<file path="src/hw/rtl/tsaof_pkg.sv">
// Shared widths, register indexes and control structs of the audio output filter.
package tsaof_pkg;

    // Fraction bits of samples, coefficients and section histories
    localparam int FRAC_BITS  = 16;

    localparam int RAW_W      = 20;
    localparam int STATE_W    = 24;
    localparam int PCM_W      = 16;
    localparam int GAIN_W     = 17;
    localparam int FB_W       = 18;
    localparam int CFG_IDX_W  = 3;
    localparam int CFG_DATA_W = 18;
    localparam int SEC_W      = 2;
    localparam int NUM_SEC    = 3;
    localparam int DIFF_W     = STATE_W + 1;
    localparam int PROD_W     = DIFF_W + FB_W;
    localparam int ACC_W      = PROD_W + 1;

    // Full-scale PCM is 2^PCM_SHIFT - 1
    localparam int PCM_SHIFT  = 15;
    localparam logic signed [PCM_W-1:0] PCM_FULL = 16'sd32767;

    typedef enum logic [CFG_IDX_W-1:0] {
        REG_MODE        = 3'd0,
        REG_IN_HP_GAIN  = 3'd1,
        REG_IN_HP_FB    = 3'd2,
        REG_LP_GAIN     = 3'd3,
        REG_LP_FB       = 3'd4,
        REG_SPK_GAIN    = 3'd5,
        REG_SPK_FB      = 3'd6
    } cfg_reg_t;

    typedef enum logic [SEC_W-1:0] {
        SEC_IN_HP = 2'd0,
        SEC_LP    = 2'd1,
        SEC_SPK   = 2'd2
    } sec_t;

    typedef struct packed {
        logic                     mode;
        logic [GAIN_W-1:0]        in_hp_gain;
        logic signed [FB_W-1:0]   in_hp_fb;
        logic [GAIN_W-1:0]        lp_gain;
        logic signed [FB_W-1:0]   lp_fb;
        logic [GAIN_W-1:0]        spk_gain;
        logic signed [FB_W-1:0]   spk_fb;
    } coef_t;

    typedef struct packed {
        logic load_in;
        logic mul_gain;
        logic mul_fb;
        logic finish_sec;
        logic load_out;
        sec_t sec;
    } dp_cmd_t;

endpackage

</file>
<file path="src/hw/rtl/tsaof_cfg.sv">
// Configuration registers: mode and the three sections' coefficients.
module tsaof_cfg (
    input  logic                                 clk,
    input  logic                                 rst_n,
    input  logic                                 cfg_valid,
    output logic                                 cfg_ready,
    input  logic [tsaof_pkg::CFG_IDX_W-1:0]      cfg_index,
    input  logic [tsaof_pkg::CFG_DATA_W-1:0]     cfg_data,
    output tsaof_pkg::coef_t                     coef,
    output logic                                 hist_clr
);

    localparam logic [tsaof_pkg::GAIN_W-1:0] GAIN_ONE =
        tsaof_pkg::GAIN_W'(64'd1 << tsaof_pkg::FRAC_BITS);

    tsaof_pkg::coef_t coef_reg;
    tsaof_pkg::coef_t coef_next;

    assign cfg_ready = 1'b1;
    assign coef      = coef_reg;

    // A mode change wipes the section histories on the same beat
    assign hist_clr = cfg_valid && (cfg_index == tsaof_pkg::REG_MODE)
                      && (cfg_data[0] != coef_reg.mode);

    always_comb
    begin
        coef_next = coef_reg;
        if (cfg_valid)
        begin
            case (cfg_index)
                tsaof_pkg::REG_MODE:       coef_next.mode       = cfg_data[0];
                tsaof_pkg::REG_IN_HP_GAIN: coef_next.in_hp_gain = cfg_data[tsaof_pkg::GAIN_W-1:0];
                tsaof_pkg::REG_IN_HP_FB:   coef_next.in_hp_fb   = $signed(cfg_data[tsaof_pkg::FB_W-1:0]);
                tsaof_pkg::REG_LP_GAIN:    coef_next.lp_gain    = cfg_data[tsaof_pkg::GAIN_W-1:0];
                tsaof_pkg::REG_LP_FB:      coef_next.lp_fb      = $signed(cfg_data[tsaof_pkg::FB_W-1:0]);
                tsaof_pkg::REG_SPK_GAIN:   coef_next.spk_gain   = cfg_data[tsaof_pkg::GAIN_W-1:0];
                tsaof_pkg::REG_SPK_FB:     coef_next.spk_fb     = $signed(cfg_data[tsaof_pkg::FB_W-1:0]);
                default:                   coef_next = coef_reg;
            endcase
        end
    end

    always_ff @(posedge clk or negedge rst_n)
    begin
        if (!rst_n)
        begin
            coef_reg.mode       <= 1'b0;
            coef_reg.in_hp_gain <= GAIN_ONE;
            coef_reg.in_hp_fb   <= '0;
            coef_reg.lp_gain    <= GAIN_ONE;
            coef_reg.lp_fb      <= '0;
            coef_reg.spk_gain   <= GAIN_ONE;
            coef_reg.spk_fb     <= '0;
        end
        else
        begin
            coef_reg <= coef_next;
        end
    end

endmodule

</file>
<file path="src/hw/rtl/tsaof_ctrl.sv">
// Sequencer: steps the shared multiplier through the three sections unless bypassed; owns the beat flags.
module tsaof_ctrl (
    input  logic                clk,
    input  logic                rst_n,
    input  logic                in_valid,
    output logic                in_ready,
    output logic                out_valid,
    input  logic                out_ready,
    input  logic                mode,
    output tsaof_pkg::dp_cmd_t  cmd
);

    typedef enum logic [4:0] {
        ST_IDLE  = 5'b00001,
        ST_GAIN  = 5'b00010,
        ST_FB    = 5'b00100,
        ST_ROUND = 5'b01000,
        ST_OUT   = 5'b10000
    } state_t;

    state_t             state_reg;
    state_t             state_next;
    tsaof_pkg::sec_t    sec_reg;
    tsaof_pkg::sec_t    sec_next;
    logic               out_valid_reg;
    logic               out_valid_next;

    assign in_ready  = (state_reg == ST_IDLE);
    assign out_valid = out_valid_reg;

    always_comb
    begin
        state_next     = state_reg;
        sec_next       = sec_reg;
        out_valid_next = out_valid_reg && !out_ready;
        cmd            = '0;
        cmd.sec        = sec_reg;
        case (state_reg)
            ST_IDLE:
            begin
                if (in_valid)
                begin
                    cmd.load_in = 1'b1;
                    sec_next    = tsaof_pkg::SEC_IN_HP;
                    state_next  = mode ? ST_GAIN : ST_OUT;
                end
            end
            ST_GAIN:
            begin
                cmd.mul_gain = 1'b1;
                state_next   = ST_FB;
            end
            ST_FB:
            begin
                cmd.mul_fb = 1'b1;
                state_next = ST_ROUND;
            end
            ST_ROUND:
            begin
                cmd.finish_sec = 1'b1;
                case (sec_reg)
                    tsaof_pkg::SEC_SPK:
                    begin
                        state_next = ST_OUT;
                    end
                    tsaof_pkg::SEC_IN_HP:
                    begin
                        sec_next   = tsaof_pkg::SEC_LP;
                        state_next = ST_GAIN;
                    end
                    default:
                    begin
                        sec_next   = tsaof_pkg::SEC_SPK;
                        state_next = ST_GAIN;
                    end
                endcase
            end
            ST_OUT:
            begin
                // Hold until the output register is free
                if (!out_valid_reg || out_ready)
                begin
                    cmd.load_out   = 1'b1;
                    out_valid_next = 1'b1;
                    state_next     = ST_IDLE;
                end
            end
            default:
            begin
                state_next = ST_IDLE;
            end
        endcase
    end

    always_ff @(posedge clk or negedge rst_n)
    begin
        if (!rst_n)
        begin
            state_reg     <= ST_IDLE;
            sec_reg       <= tsaof_pkg::SEC_IN_HP;
            out_valid_reg <= 1'b0;
        end
        else
        begin
            state_reg     <= state_next;
            sec_reg       <= sec_next;
            out_valid_reg <= out_valid_next;
        end
    end

    a_one_item: assert property (@(posedge clk) disable iff (!rst_n)
        (in_valid && in_ready) |=> !in_ready)
        else $error("second beat taken while an item is in work");

    a_bypass: assert property (@(posedge clk) disable iff (!rst_n)
        (in_valid && in_ready && !mode) |=> (state_reg == ST_OUT))
        else $error("bypass item did not go straight to output");

    a_last_sec: assert property (@(posedge clk) disable iff (!rst_n)
        (cmd.finish_sec && (sec_reg == tsaof_pkg::SEC_SPK)) |=> (state_reg == ST_OUT))
        else $error("speaker section finished without moving to output");

endmodule

</file>
<file path="src/hw/rtl/tsaof_dp.sv">
// Datapath: section histories, shared multiplier-accumulator, rounding and PCM scaling.
module tsaof_dp (
    input  logic                                   clk,
    input  logic                                   rst_n,
    input  tsaof_pkg::dp_cmd_t                     cmd,
    input  tsaof_pkg::coef_t                       coef,
    input  logic                                   hist_clr,
    input  logic signed [tsaof_pkg::RAW_W-1:0]     raw_sample,
    output logic signed [tsaof_pkg::PCM_W-1:0]     pcm,
    output logic                                   clipped
);

    localparam int FRAC_BITS = tsaof_pkg::FRAC_BITS;
    localparam int STATE_W = tsaof_pkg::STATE_W;
    localparam int DIFF_W  = tsaof_pkg::DIFF_W;
    localparam int PROD_W  = tsaof_pkg::PROD_W;
    localparam int ACC_W   = tsaof_pkg::ACC_W;
    localparam int FB_W    = tsaof_pkg::FB_W;
    localparam int PCM_W   = tsaof_pkg::PCM_W;
    localparam int CL_W    = (FRAC_BITS + 2 > STATE_W + 1) ? FRAC_BITS + 2 : STATE_W + 1;
    localparam int MAG_W   = FRAC_BITS + 1;
    localparam int SC_W    = MAG_W + tsaof_pkg::PCM_SHIFT + 1;

    localparam logic signed [ACC_W-1:0] HALF   = ACC_W'(1) <<< (FRAC_BITS - 1);
    localparam logic signed [ACC_W-1:0] SAT_HI = ACC_W'((2 ** (STATE_W - 1)) - 1);
    localparam logic signed [ACC_W-1:0] SAT_LO = ACC_W'(-(2 ** (STATE_W - 1)));
    localparam logic signed [CL_W-1:0]  ONE    = CL_W'(1) <<< FRAC_BITS;
    localparam logic [SC_W-1:0]         SC_HALF = SC_W'(1) << (FRAC_BITS - 1);

    logic signed [STATE_W-1:0] s_reg;
    logic signed [STATE_W-1:0] s_next;
    logic signed [ACC_W-1:0]   acc_reg;
    logic signed [ACC_W-1:0]   acc_next;
    logic signed [STATE_W-1:0] prev_in_reg  [tsaof_pkg::NUM_SEC];
    logic signed [STATE_W-1:0] prev_out_reg [tsaof_pkg::NUM_SEC];
    logic signed [PCM_W-1:0]   pcm_reg;
    logic                      clip_reg;

    logic [tsaof_pkg::GAIN_W-1:0] gain_sel;
    logic signed [FB_W-1:0]       fb_sel;
    logic                         hp_sel;
    logic signed [STATE_W-1:0]    pin_sel;
    logic signed [STATE_W-1:0]    pout_sel;
    logic signed [DIFF_W-1:0]     diff;
    logic signed [DIFF_W-1:0]     mul_x;
    logic signed [FB_W-1:0]       mul_c;
    logic signed [PROD_W-1:0]     prod;
    logic signed [ACC_W-1:0]      rnd;
    logic signed [ACC_W-1:0]      sh;
    logic signed [STATE_W-1:0]    y;

    logic signed [CL_W-1:0]       sx;
    logic signed [CL_W-1:0]       abs_x;
    logic signed [CL_W-1:0]       mag_full;
    logic                         neg;
    logic                         clip_c;
    logic [MAG_W-1:0]             mag;
    logic [SC_W-1:0]              scaled;
    logic [SC_W-1:0]              rounded;
    logic [PCM_W-1:0]             q;
    logic signed [PCM_W-1:0]      pcm_c;

    assign pcm     = pcm_reg;
    assign clipped = clip_reg;

    always_comb
    begin
        case (cmd.sec)
            tsaof_pkg::SEC_IN_HP:
            begin
                gain_sel = coef.in_hp_gain;
                fb_sel   = coef.in_hp_fb;
                hp_sel   = 1'b1;
                pin_sel  = prev_in_reg[0];
                pout_sel = prev_out_reg[0];
            end
            tsaof_pkg::SEC_LP:
            begin
                gain_sel = coef.lp_gain;
                fb_sel   = coef.lp_fb;
                hp_sel   = 1'b0;
                pin_sel  = prev_in_reg[1];
                pout_sel = prev_out_reg[1];
            end
            default:
            begin
                gain_sel = coef.spk_gain;
                fb_sel   = coef.spk_fb;
                hp_sel   = 1'b1;
                pin_sel  = prev_in_reg[2];
                pout_sel = prev_out_reg[2];
            end
        endcase
    end

    // b0*(x -/+ x1) first, then subtract a1*y1 into the same accumulator
    always_comb
    begin
        diff  = hp_sel ? (DIFF_W'(s_reg) - DIFF_W'(pin_sel))
                       : (DIFF_W'(s_reg) + DIFF_W'(pin_sel));
        mul_x = cmd.mul_fb ? DIFF_W'(pout_sel) : diff;
        mul_c = cmd.mul_fb ? fb_sel : $signed({1'b0, gain_sel});
        prod  = mul_x * mul_c;

        acc_next = acc_reg;
        if (cmd.mul_gain)
        begin
            acc_next = ACC_W'(prod);
        end
        else if (cmd.mul_fb)
        begin
            acc_next = acc_reg - ACC_W'(prod);
        end
    end

    // Round half up, then saturate to the history width
    always_comb
    begin
        rnd = acc_reg + HALF;
        sh  = rnd >>> FRAC_BITS;
        if (sh > SAT_HI)
        begin
            y = SAT_HI[STATE_W-1:0];
        end
        else if (sh < SAT_LO)
        begin
            y = SAT_LO[STATE_W-1:0];
        end
        else
        begin
            y = sh[STATE_W-1:0];
        end
    end

    always_comb
    begin
        s_next = s_reg;
        if (cmd.load_in)
        begin
            s_next = STATE_W'(raw_sample);
        end
        else if (cmd.finish_sec)
        begin
            s_next = y;
        end
    end

    // Clamp to [-1, 1], scale by 2^15 - 1, round halves away from zero
    always_comb
    begin
        sx       = CL_W'(s_reg);
        neg      = s_reg[STATE_W-1];
        clip_c   = (sx > ONE) || (sx < -ONE);
        abs_x    = neg ? -sx : sx;
        mag_full = clip_c ? ONE : abs_x;
        mag      = mag_full[MAG_W-1:0];
        scaled   = (SC_W'(mag) << tsaof_pkg::PCM_SHIFT) - SC_W'(mag);
        rounded  = scaled + SC_HALF;
        q        = rounded[FRAC_BITS+PCM_W-1:FRAC_BITS];
        pcm_c    = neg ? -$signed(q) : $signed(q);
    end

    always_ff @(posedge clk)
    begin
        s_reg   <= s_next;
        acc_reg <= acc_next;
        if (cmd.load_out)
        begin
            pcm_reg  <= pcm_c;
            clip_reg <= clip_c;
        end
    end

    always_ff @(posedge clk or negedge rst_n)
    begin
        if (!rst_n)
        begin
            for (int i = 0; i < tsaof_pkg::NUM_SEC; i++)
            begin
                prev_in_reg[i]  <= '0;
                prev_out_reg[i] <= '0;
            end
        end
        else if (hist_clr)
        begin
            for (int i = 0; i < tsaof_pkg::NUM_SEC; i++)
            begin
                prev_in_reg[i]  <= '0;
                prev_out_reg[i] <= '0;
            end
        end
        else if (cmd.finish_sec)
        begin
            for (int i = 0; i < tsaof_pkg::NUM_SEC; i++)
            begin
                if (cmd.sec == tsaof_pkg::sec_t'(i))
                begin
                    prev_in_reg[i]  <= s_reg;
                    prev_out_reg[i] <= y;
                end
            end
        end
    end

    a_hist_clear: assert property (@(posedge clk) disable iff (!rst_n)
        hist_clr |=> ((prev_out_reg[0] == '0) && (prev_out_reg[1] == '0)
                      && (prev_out_reg[2] == '0) && (prev_in_reg[0] == '0)
                      && (prev_in_reg[1] == '0) && (prev_in_reg[2] == '0)))
        else $error("mode change left history behind");

    a_clip_full: assert property (@(posedge clk) disable iff (!rst_n)
        (cmd.load_out && clip_c) |-> ((pcm_c == tsaof_pkg::PCM_FULL)
                                      || (pcm_c == -tsaof_pkg::PCM_FULL)))
        else $error("clipped sample not at full scale");

endmodule

</file>
<file path="src/hw/rtl/three_section_audio_output_filter.sv">
// Board mode runs each input through the three sections; bypass sends it straight out.
// A new item is taken only once the last has reached the output register; each section
// needs two passes through the single shared multiplier plus a rounding step.
// The output register frees the input side while a result waits to be taken.
// Reset: coefficients to unity gain and zero feedback, mode to bypass, histories to zero.
module three_section_audio_output_filter (
    input  logic                                   clk,
    input  logic                                   rst_n,
    input  logic                                   cfg_valid,
    output logic                                   cfg_ready,
    input  logic [tsaof_pkg::CFG_IDX_W-1:0]        cfg_index,
    input  logic [tsaof_pkg::CFG_DATA_W-1:0]       cfg_data,
    input  logic                                   in_valid,
    output logic                                   in_ready,
    input  logic signed [tsaof_pkg::RAW_W-1:0]     raw_sample,
    output logic                                   out_valid,
    input  logic                                   out_ready,
    output logic signed [tsaof_pkg::PCM_W-1:0]     pcm,
    output logic                                   clipped
);

    tsaof_pkg::coef_t   coef;
    tsaof_pkg::dp_cmd_t cmd;
    logic               hist_clr;

    tsaof_cfg u_cfg (
        .clk       (clk),
        .rst_n     (rst_n),
        .cfg_valid (cfg_valid),
        .cfg_ready (cfg_ready),
        .cfg_index (cfg_index),
        .cfg_data  (cfg_data),
        .coef      (coef),
        .hist_clr  (hist_clr)
    );

    tsaof_ctrl u_ctrl (
        .clk       (clk),
        .rst_n     (rst_n),
        .in_valid  (in_valid),
        .in_ready  (in_ready),
        .out_valid (out_valid),
        .out_ready (out_ready),
        .mode      (coef.mode),
        .cmd       (cmd)
    );

    tsaof_dp u_dp (
        .clk        (clk),
        .rst_n      (rst_n),
        .cmd        (cmd),
        .coef       (coef),
        .hist_clr   (hist_clr),
        .raw_sample (raw_sample),
        .pcm        (pcm),
        .clipped    (clipped)
    );

endmodule
</file>
<file path="config.mk">
export PLATFORM = sky130hd
export DESIGN_NAME = three_section_audio_output_filter
export DESIGN_NICKNAME = d
export VERILOG_FILES = /design/src/hw/rtl/tsaof_pkg.sv /design/src/hw/rtl/tsaof_cfg.sv /design/src/hw/rtl/tsaof_ctrl.sv /design/src/hw/rtl/tsaof_dp.sv /design/src/hw/rtl/three_section_audio_output_filter.sv
export SDC_FILE = /design/constraint.sdc
export NUM_CORES = 2
export LEC_CHECK = 0
export BUFFER_PORTS_ARGS = -buffer_cell sky130_fd_sc_hd__buf_4
export CORE_MARGIN = 2
export CORE_UTILIZATION = 45
export CTS_CLUSTER_SIZE = 10
export DETAILED_ROUTE_END_ITERATION = 8
export PLACE_DENSITY = 0.57
export SLEW_MARGIN = 20
export SYNTH_ARGS = -nofsm -noshare
export SYNTH_HDL_FRONTEND = slang
export SYNTH_HIERARCHICAL = 1
export SYNTH_SLANG_ARGS = --single-unit
</file>
<file path="constraint.sdc">
create_clock -name clk -period 40.3 [get_ports clk]
set_input_delay 6.045 -clock clk [delete_from_list [all_inputs] [get_ports clk]]
set_output_delay 6.045 -clock clk [all_outputs]
set_load 0.1 [all_outputs]
</file>
# After elaboration in Yosys (flattened, before gate mapping)
# Index checks and enable logic that the tools add are counted.
[word_totals] regBits=343 latch_bits=0 mem_bits_rw=0 romBits=0 input_bits=46 out_inout_bits=20 word_cells=121 mem_count=0
[op_classes] n_addsub=8 mul=1 div_mod_pow=0 n_lt_le_gt_ge=4 eq_ne=17 shift=0 muxes=43 bitwise_logic=0 n_reduce_logical=28
[op_table] op="$mux W72" count=4
[op_table] op="$mux W24" count=10
[op_table] op="$pmux W24 S2" count=2
[op_table] op="$mux W44" count=2
[op_table] op="$mux W25" count=2
[op_table] op="$add A44 B17 Y44 const B" count=1
[op_table] op="$sub A44 B43 Y44" count=1
[op_table] op="$mul A25 B18 Y43" count=1
[op_table] op="$pmux W18 S2" count=1
[op_table] op="$mux W17" count=2
[op_table] op="$pmux W17 S2" count=1
[op_table] op="$add A32 B16 Y32 const B" count=1
[op_table] op="$sub A32 B17 Y32" count=1
[op_table] op="$gt A28 B24 Y1 const B" count=1
[op_table] op="$lt A28 B24 Y1 const B" count=1
[op_table] op="$add A24 B24 Y25" count=1
[op_table] op="$pmux W5 S5" count=1
[op_table] op="$sub A24 B24 Y25" count=1
[op_table] op="$gt A24 B18 Y1 const B" count=1
[op_table] op="$lt A24 B17 Y1 const B" count=1
[op_table] op="$reduce_and A2 Y1" count=11
[op_table] op="$mux W5" count=4
[op_table] op="$mux W18" count=1
[op_table] op="$neg A17 Y17" count=1
[op_table] op="other kinds (25)" count=48

# Depth between registers and ports, before layout
[logic_depth] ltp_word=9 depth_mapped=60 ltp_nobuf=55

# Hierarchy
# The synthesis kept the hierarchy.
[by_module_without_submodules] mod="tsaof_dp" n_inst=1 cells_each=4168 area_per_inst_um2=35109.9 seq_area_each_um2=6155.9
[by_module_without_submodules] mod="tsaof_cfg" n_inst=1 cells_each=233 area_per_inst_um2=4065.1 seq_area_each_um2=2656.3
[by_module_without_submodules] mod="tsaof_ctrl" n_inst=1 cells_each=43 area_per_inst_um2=411.6 seq_area_each_um2=201.4

# Worst setup path before layout
# Ideal clock, no wire load.
[synth_timing] path_kind="reg2reg" startpoint="register u_ctrl.sec_reg[0]" endpoint="register u_dp.acc_reg[42], data pin" setup_ns=0.267 t_arrival_ns=12.846 t_required_ns=40.033 path_slack_ns=27.187 path_stages_with_launch=59 n_path_buf=9 synth_period_minus_slack_ns=13.113 path_cell_list="dfrtp_1 -> buf_2 -> clkbuf_1 -> buf_1 -> buf_1 -> mux2i_1 -> nor2_1 -> a21oi_1 -> ha_1 -> nand2_1 -> nor3_1 -> nand2_1 -> nor2_1 -> nor2_1 -> o21ai_0 -> xor2_1 -> ha_1 -> clkbuf_1 -> (+23 left out) -> and2_1 -> o21bai_1 -> a21oi_1 -> xnor2_1 -> ha_1 -> clkbuf_1 -> a21o_1 -> a21o_1 -> a21o_1 -> a21o_1 -> a21oi_1 -> o22ai_1 -> a2111oi_0 -> o21a_1 -> o2111ai_1 -> or3b_1 -> nand4_1 -> a211oi_1"
[synth_via] elab_chain_len=9 word_cells_on_any_way=15 classes_between="3 x add/sub; 1 x mul; 1 x eq/ne; 9 x mux; 1 x reduce/logical"
[synth_rtl] element="start, declared" line="tsaof_ctrl.sv:23" rtl="tsaof_pkg::sec_t sec_reg;"
[synth_rtl] element="start signal, assigned" line="tsaof_ctrl.sv:100" rtl="sec_reg <= tsaof_pkg::SEC_IN_HP;"
[synth_rtl] element="start signal, assigned" line="tsaof_ctrl.sv:106" rtl="sec_reg <= sec_next;"
[synth_rtl] element="$eq A2 B1 Y1 / $logic_not A2 Y1 (equally long branches)" line="tsaof_dp.sv:68" rtl="case (cmd.sec)"
[synth_rtl] element="$pmux W24 S2" line="tsaof_dp.sv:68"
[synth_rtl] element="$sub A24 B24 Y25 / $add A24 B24 Y25 (equally long branches)" line="tsaof_dp.sv:99, tsaof_dp.sv:100"
[synth_rtl] element="$mux W25" line="tsaof_dp.sv:99" rtl="diff = hp_sel ? (DIFF_W'(s_reg) - DIFF_W'(pin_sel))"
[synth_rtl] element="$mux W25" line="tsaof_dp.sv:101" rtl="mul_x = cmd.mul_fb ? DIFF_W'(pout_sel) : diff;"
[synth_rtl] element="$mul A25 B18 Y43 *" line="tsaof_dp.sv:103" rtl="prod = mul_x * mul_c;"
[synth_rtl] element="$sub A44 B43 Y44" line="tsaof_dp.sv:112" rtl="acc_next = acc_reg - ACC_W'(prod);"
[synth_rtl] element="$mux W44" line="tsaof_dp.sv:110" rtl="else if (cmd.mul_fb)"
[synth_rtl] element="$mux W44 *" line="tsaof_dp.sv:106" rtl="if (cmd.mul_gain)"
[synth_rtl] element="via u_dp.acc_next[42]" line="tsaof_dp.sv:33" rtl="logic signed [ACC_W-1:0] acc_next;"
[synth_rtl] element="end signal, assigned" line="tsaof_dp.sv:166" rtl="acc_reg <= acc_next;"
[synth_rtl] element="end, declared" line="tsaof_dp.sv:32" rtl="logic signed [ACC_W-1:0] acc_reg;"
# The timed path passes the listed nets; every way through them passes the cells marked *. The select of a mux whose other input is x is not followed.
# A chain may end at the register's enable or synchronous reset.

# Worst setup path in the final report
[layout_timing] startpoint="register u_ctrl.sec_reg[1]" endpoint="register u_dp.acc_reg[43], data pin"
# The elaborated chain is that of the path after synthesis.

==> reports/metrics.csv <==
stage,metric,value,unit
clock_tree,worstSkewPairLatency,0.60,ns
place,dp_hpwl,90930,µm
clock_tree,cts_htree_levels,2,
yosys,synth_compound_area_frac,0.1479,
clock_tree,path_clk_slew,0.06,ns
worst_hold_path,min_path_type,reg2reg,
route,avgViaCountPerCell,5.702,
critical_path,slowest_delay,0.78,ns
critical_path,cp.buffers_inverters,6,
clock_tree,clock-root-buffer,clkbuf_16,
route,drt-initial-drc-count,2679,
timing,whs,0.5027,ns
route,wl_per_cell,21.49,µm
global_route,grt_usage,0.2687,
route,drcViolationCount,0,
run_status,outcome,"complete, no violations",
yosys,syn_area,0.03959,mm²
global_route,grt_max_degree,156,
timing,tns,0,ns
final_layout,largest_reg_flops,106,
timing,drv_slew,0,
yosys,yosys_register_bits,343,
clock_tree,post-cts-setup-buffer-count,0,
run,cap_violations,0,
critical_path,r2r_slack,26.05,ns
timing,rsz0062_at_grt,no,
yosys,synth_top_family_by_area,adder cells,
yosys,synthAdderAreaFrac,0.2851,
place,port_buffers,64,
clock_tree,clock_path_buffers,3,
route,num_vias,31786,
floorplan,coreArea,0.08702,mm²
final_layout,fin_nets,5073,
timing,fmax,0.07017,GHz
final_layout,seq_area,0.009021,mm²
yosys,synth_flop_cell,dfrtp_1,
timing,slew_headroom,0.2103,
critical_path,path_class,reg2reg,
yosys,synth-seq-area-share,0.2277,
yosys,syn_inst,4444,
yosys,synth_edf_count,85,
yosys,netlist_top_cells_area,"fa_1 (22%), dfrtp_1 (16%), edfxtp_1 (6.4%), ha_1 (6.4%), inv_1 (5.6%)",
timing,worst_slew_pin_slew,1.172,ns
yosys,async_flop_share,0.7522,
clock_tree,hold_buffers,0,
final_layout,multi_input_area,0.02745,mm²
clock_tree,cts_sinks,343,
global_route,overflow,0,
yosys,synthMuxAreaShare,0.05854,
critical_path,crit_family,simple AND/OR/NAND/NOR gates,
critical_path,worst_setup_path_end_kind,flip-flop,
yosys,yosysUniqueCellTypes,100,
route,antenna_left,0,
yosys,syn_nets,5128,
route,drt-total-wl,119800,µm
floorplan,die_w,300.6,µm
clock_tree,cts_tree,built,
global_route,antenna_found_initial,1,
yosys,yosysWarnings,6,
yosys,yosys.area.top_type_share,0.2205,
yosys,yosysMostFrequentCell,inv_1,
floorplan,die_area,0.09036,mm²
clock_tree,cts_resized,0,
final_layout,drive_gt1_frac,0.09253,
yosys,yosys.area.top_type,fa_1,
critical_path,worstPathMaxFanout,43,
global_route,grt_first_pass_wirelength,187500,µm
floorplan,ios,66,
floorplan,die_h,300.6,µm
final_layout,final_cells,5575,
timing,hold_viol_final,0,
floorplan,start_util,0.4549,
critical_path,critPathLaunchType,flip-flop,
global_route,grt_pass1_vias,30945,
final_layout,area.growth.synth_to_final,7.431,%
yosys,synthTopCellsByCount,"inv_1 (587), nand2_1 (490), fa_1 (436)",
yosys,synth-simple-area-share,0.1546,
critical_path,crit_slowest_cell,nor4_1,
yosys,synthXorXnorAreaFrac,0.04526,
timing,finClkSkew,0.03701,ns
yosys,avgSynthCellArea,8.908,µm²
timing,finalWorstSetupSlack,26.05,ns
final_layout,n_fill_cell,8441,
timing,min_period_over_period,0.3536,
clock_tree,numCtsBuffers,45,
floorplan,rows,108,
final_layout,antenna_cells,0,
route,drtPass1Iterations,5,
critical_path,crit_arrival,14.66,ns
place,routabilityCongestion,0.9180,
place,dp_slack,26.09,ns
timing,finalSetupViolCount,0,
place,placedCellCount,5497,
critical_path,critPathRequiredTime,40.71,ns
timing,fin_crit,14.25,ns
[cell families after synthesis]
kind of cell / count (synthesis)
other: 1
buffers and inverters: 828
muxes: 216
xor gates and xnor gates: 203
and+or+nand+nor: 1320
DFF: 343
AOI/OAI and AO/OA: 892
adders and majority gates: 641
[final cells by class]
cell class | count | area share
inverters | 593 | 0.05234
well taps | 1155 | 0.03398
clock inverters | 12 | 0.002883
multi-input cells | 3273 | 0.6455
repair buffers | 133 | 0.02395
clock buffers | 66 | 0.02927
flip-flops and latches | 343 | 0.2121
[layout by cell type (no fill, tap or decap), types with 124 or more instances in the layout]
master / n
nor2_1: 378
dfrtp_1: 252
fa_1: 436
inv_1: 587
buf_4: 131
mux2_2: 124
o21ai_0: 136
ha_1: 202
a21oi_1: 273
nand2_1: 489
[metal layers]
layer | track usage | wire length, µm | vias up
li1 | - | - | 14689
met1 | 0.3989 | 54670 | 15884
met2 | 0.4102 | 53410 | 1046
met3 | 0.03651 | 8197 | 165
met4 | 0.07451 | 3532 | 2
met5 | 0 | 8 | -
[through the flow]
step	utilization	instance area [µm²]
floorplan	-	39590
global placement	0.4729	41150
detailed placement	0.4729	41150
CTS	0.4886	42520
global route	0.4887	42530
finish	0.4887	42530
[final timing paths]
kind	from	endpoint	cells after the start
max	u_ctrl/sec_reg[1]	u_dp/acc_reg[43]	49
min	u_cfg/coef[57]	u_cfg/coef[57]	1
max reg2reg	u_ctrl/sec_reg[1]	u_dp/acc_reg[43]	49
min reg2reg	u_cfg/coef[57]	u_cfg/coef[57]	1
max in group asynchronous	rst_n	u_cfg/coef[30]	2
min in group asynchronous	rst_n	u_ctrl/state_reg[1]	1
[worst reg2reg max path: cells and delay by family, from the launching register on]
family	cells	cell delay [ns]
fa+ha+maj	9	3.93
mux	2	0.61
compound gates	16	3.80
xor+xnor	1	0.19
simple gates	15	3.98
flops	1	0.47
buf+inv	6	1.06
Power is left out: the tool's default activity adds up to more than one toggle a clock period on the data nets, which glitch-free logic cannot reach.
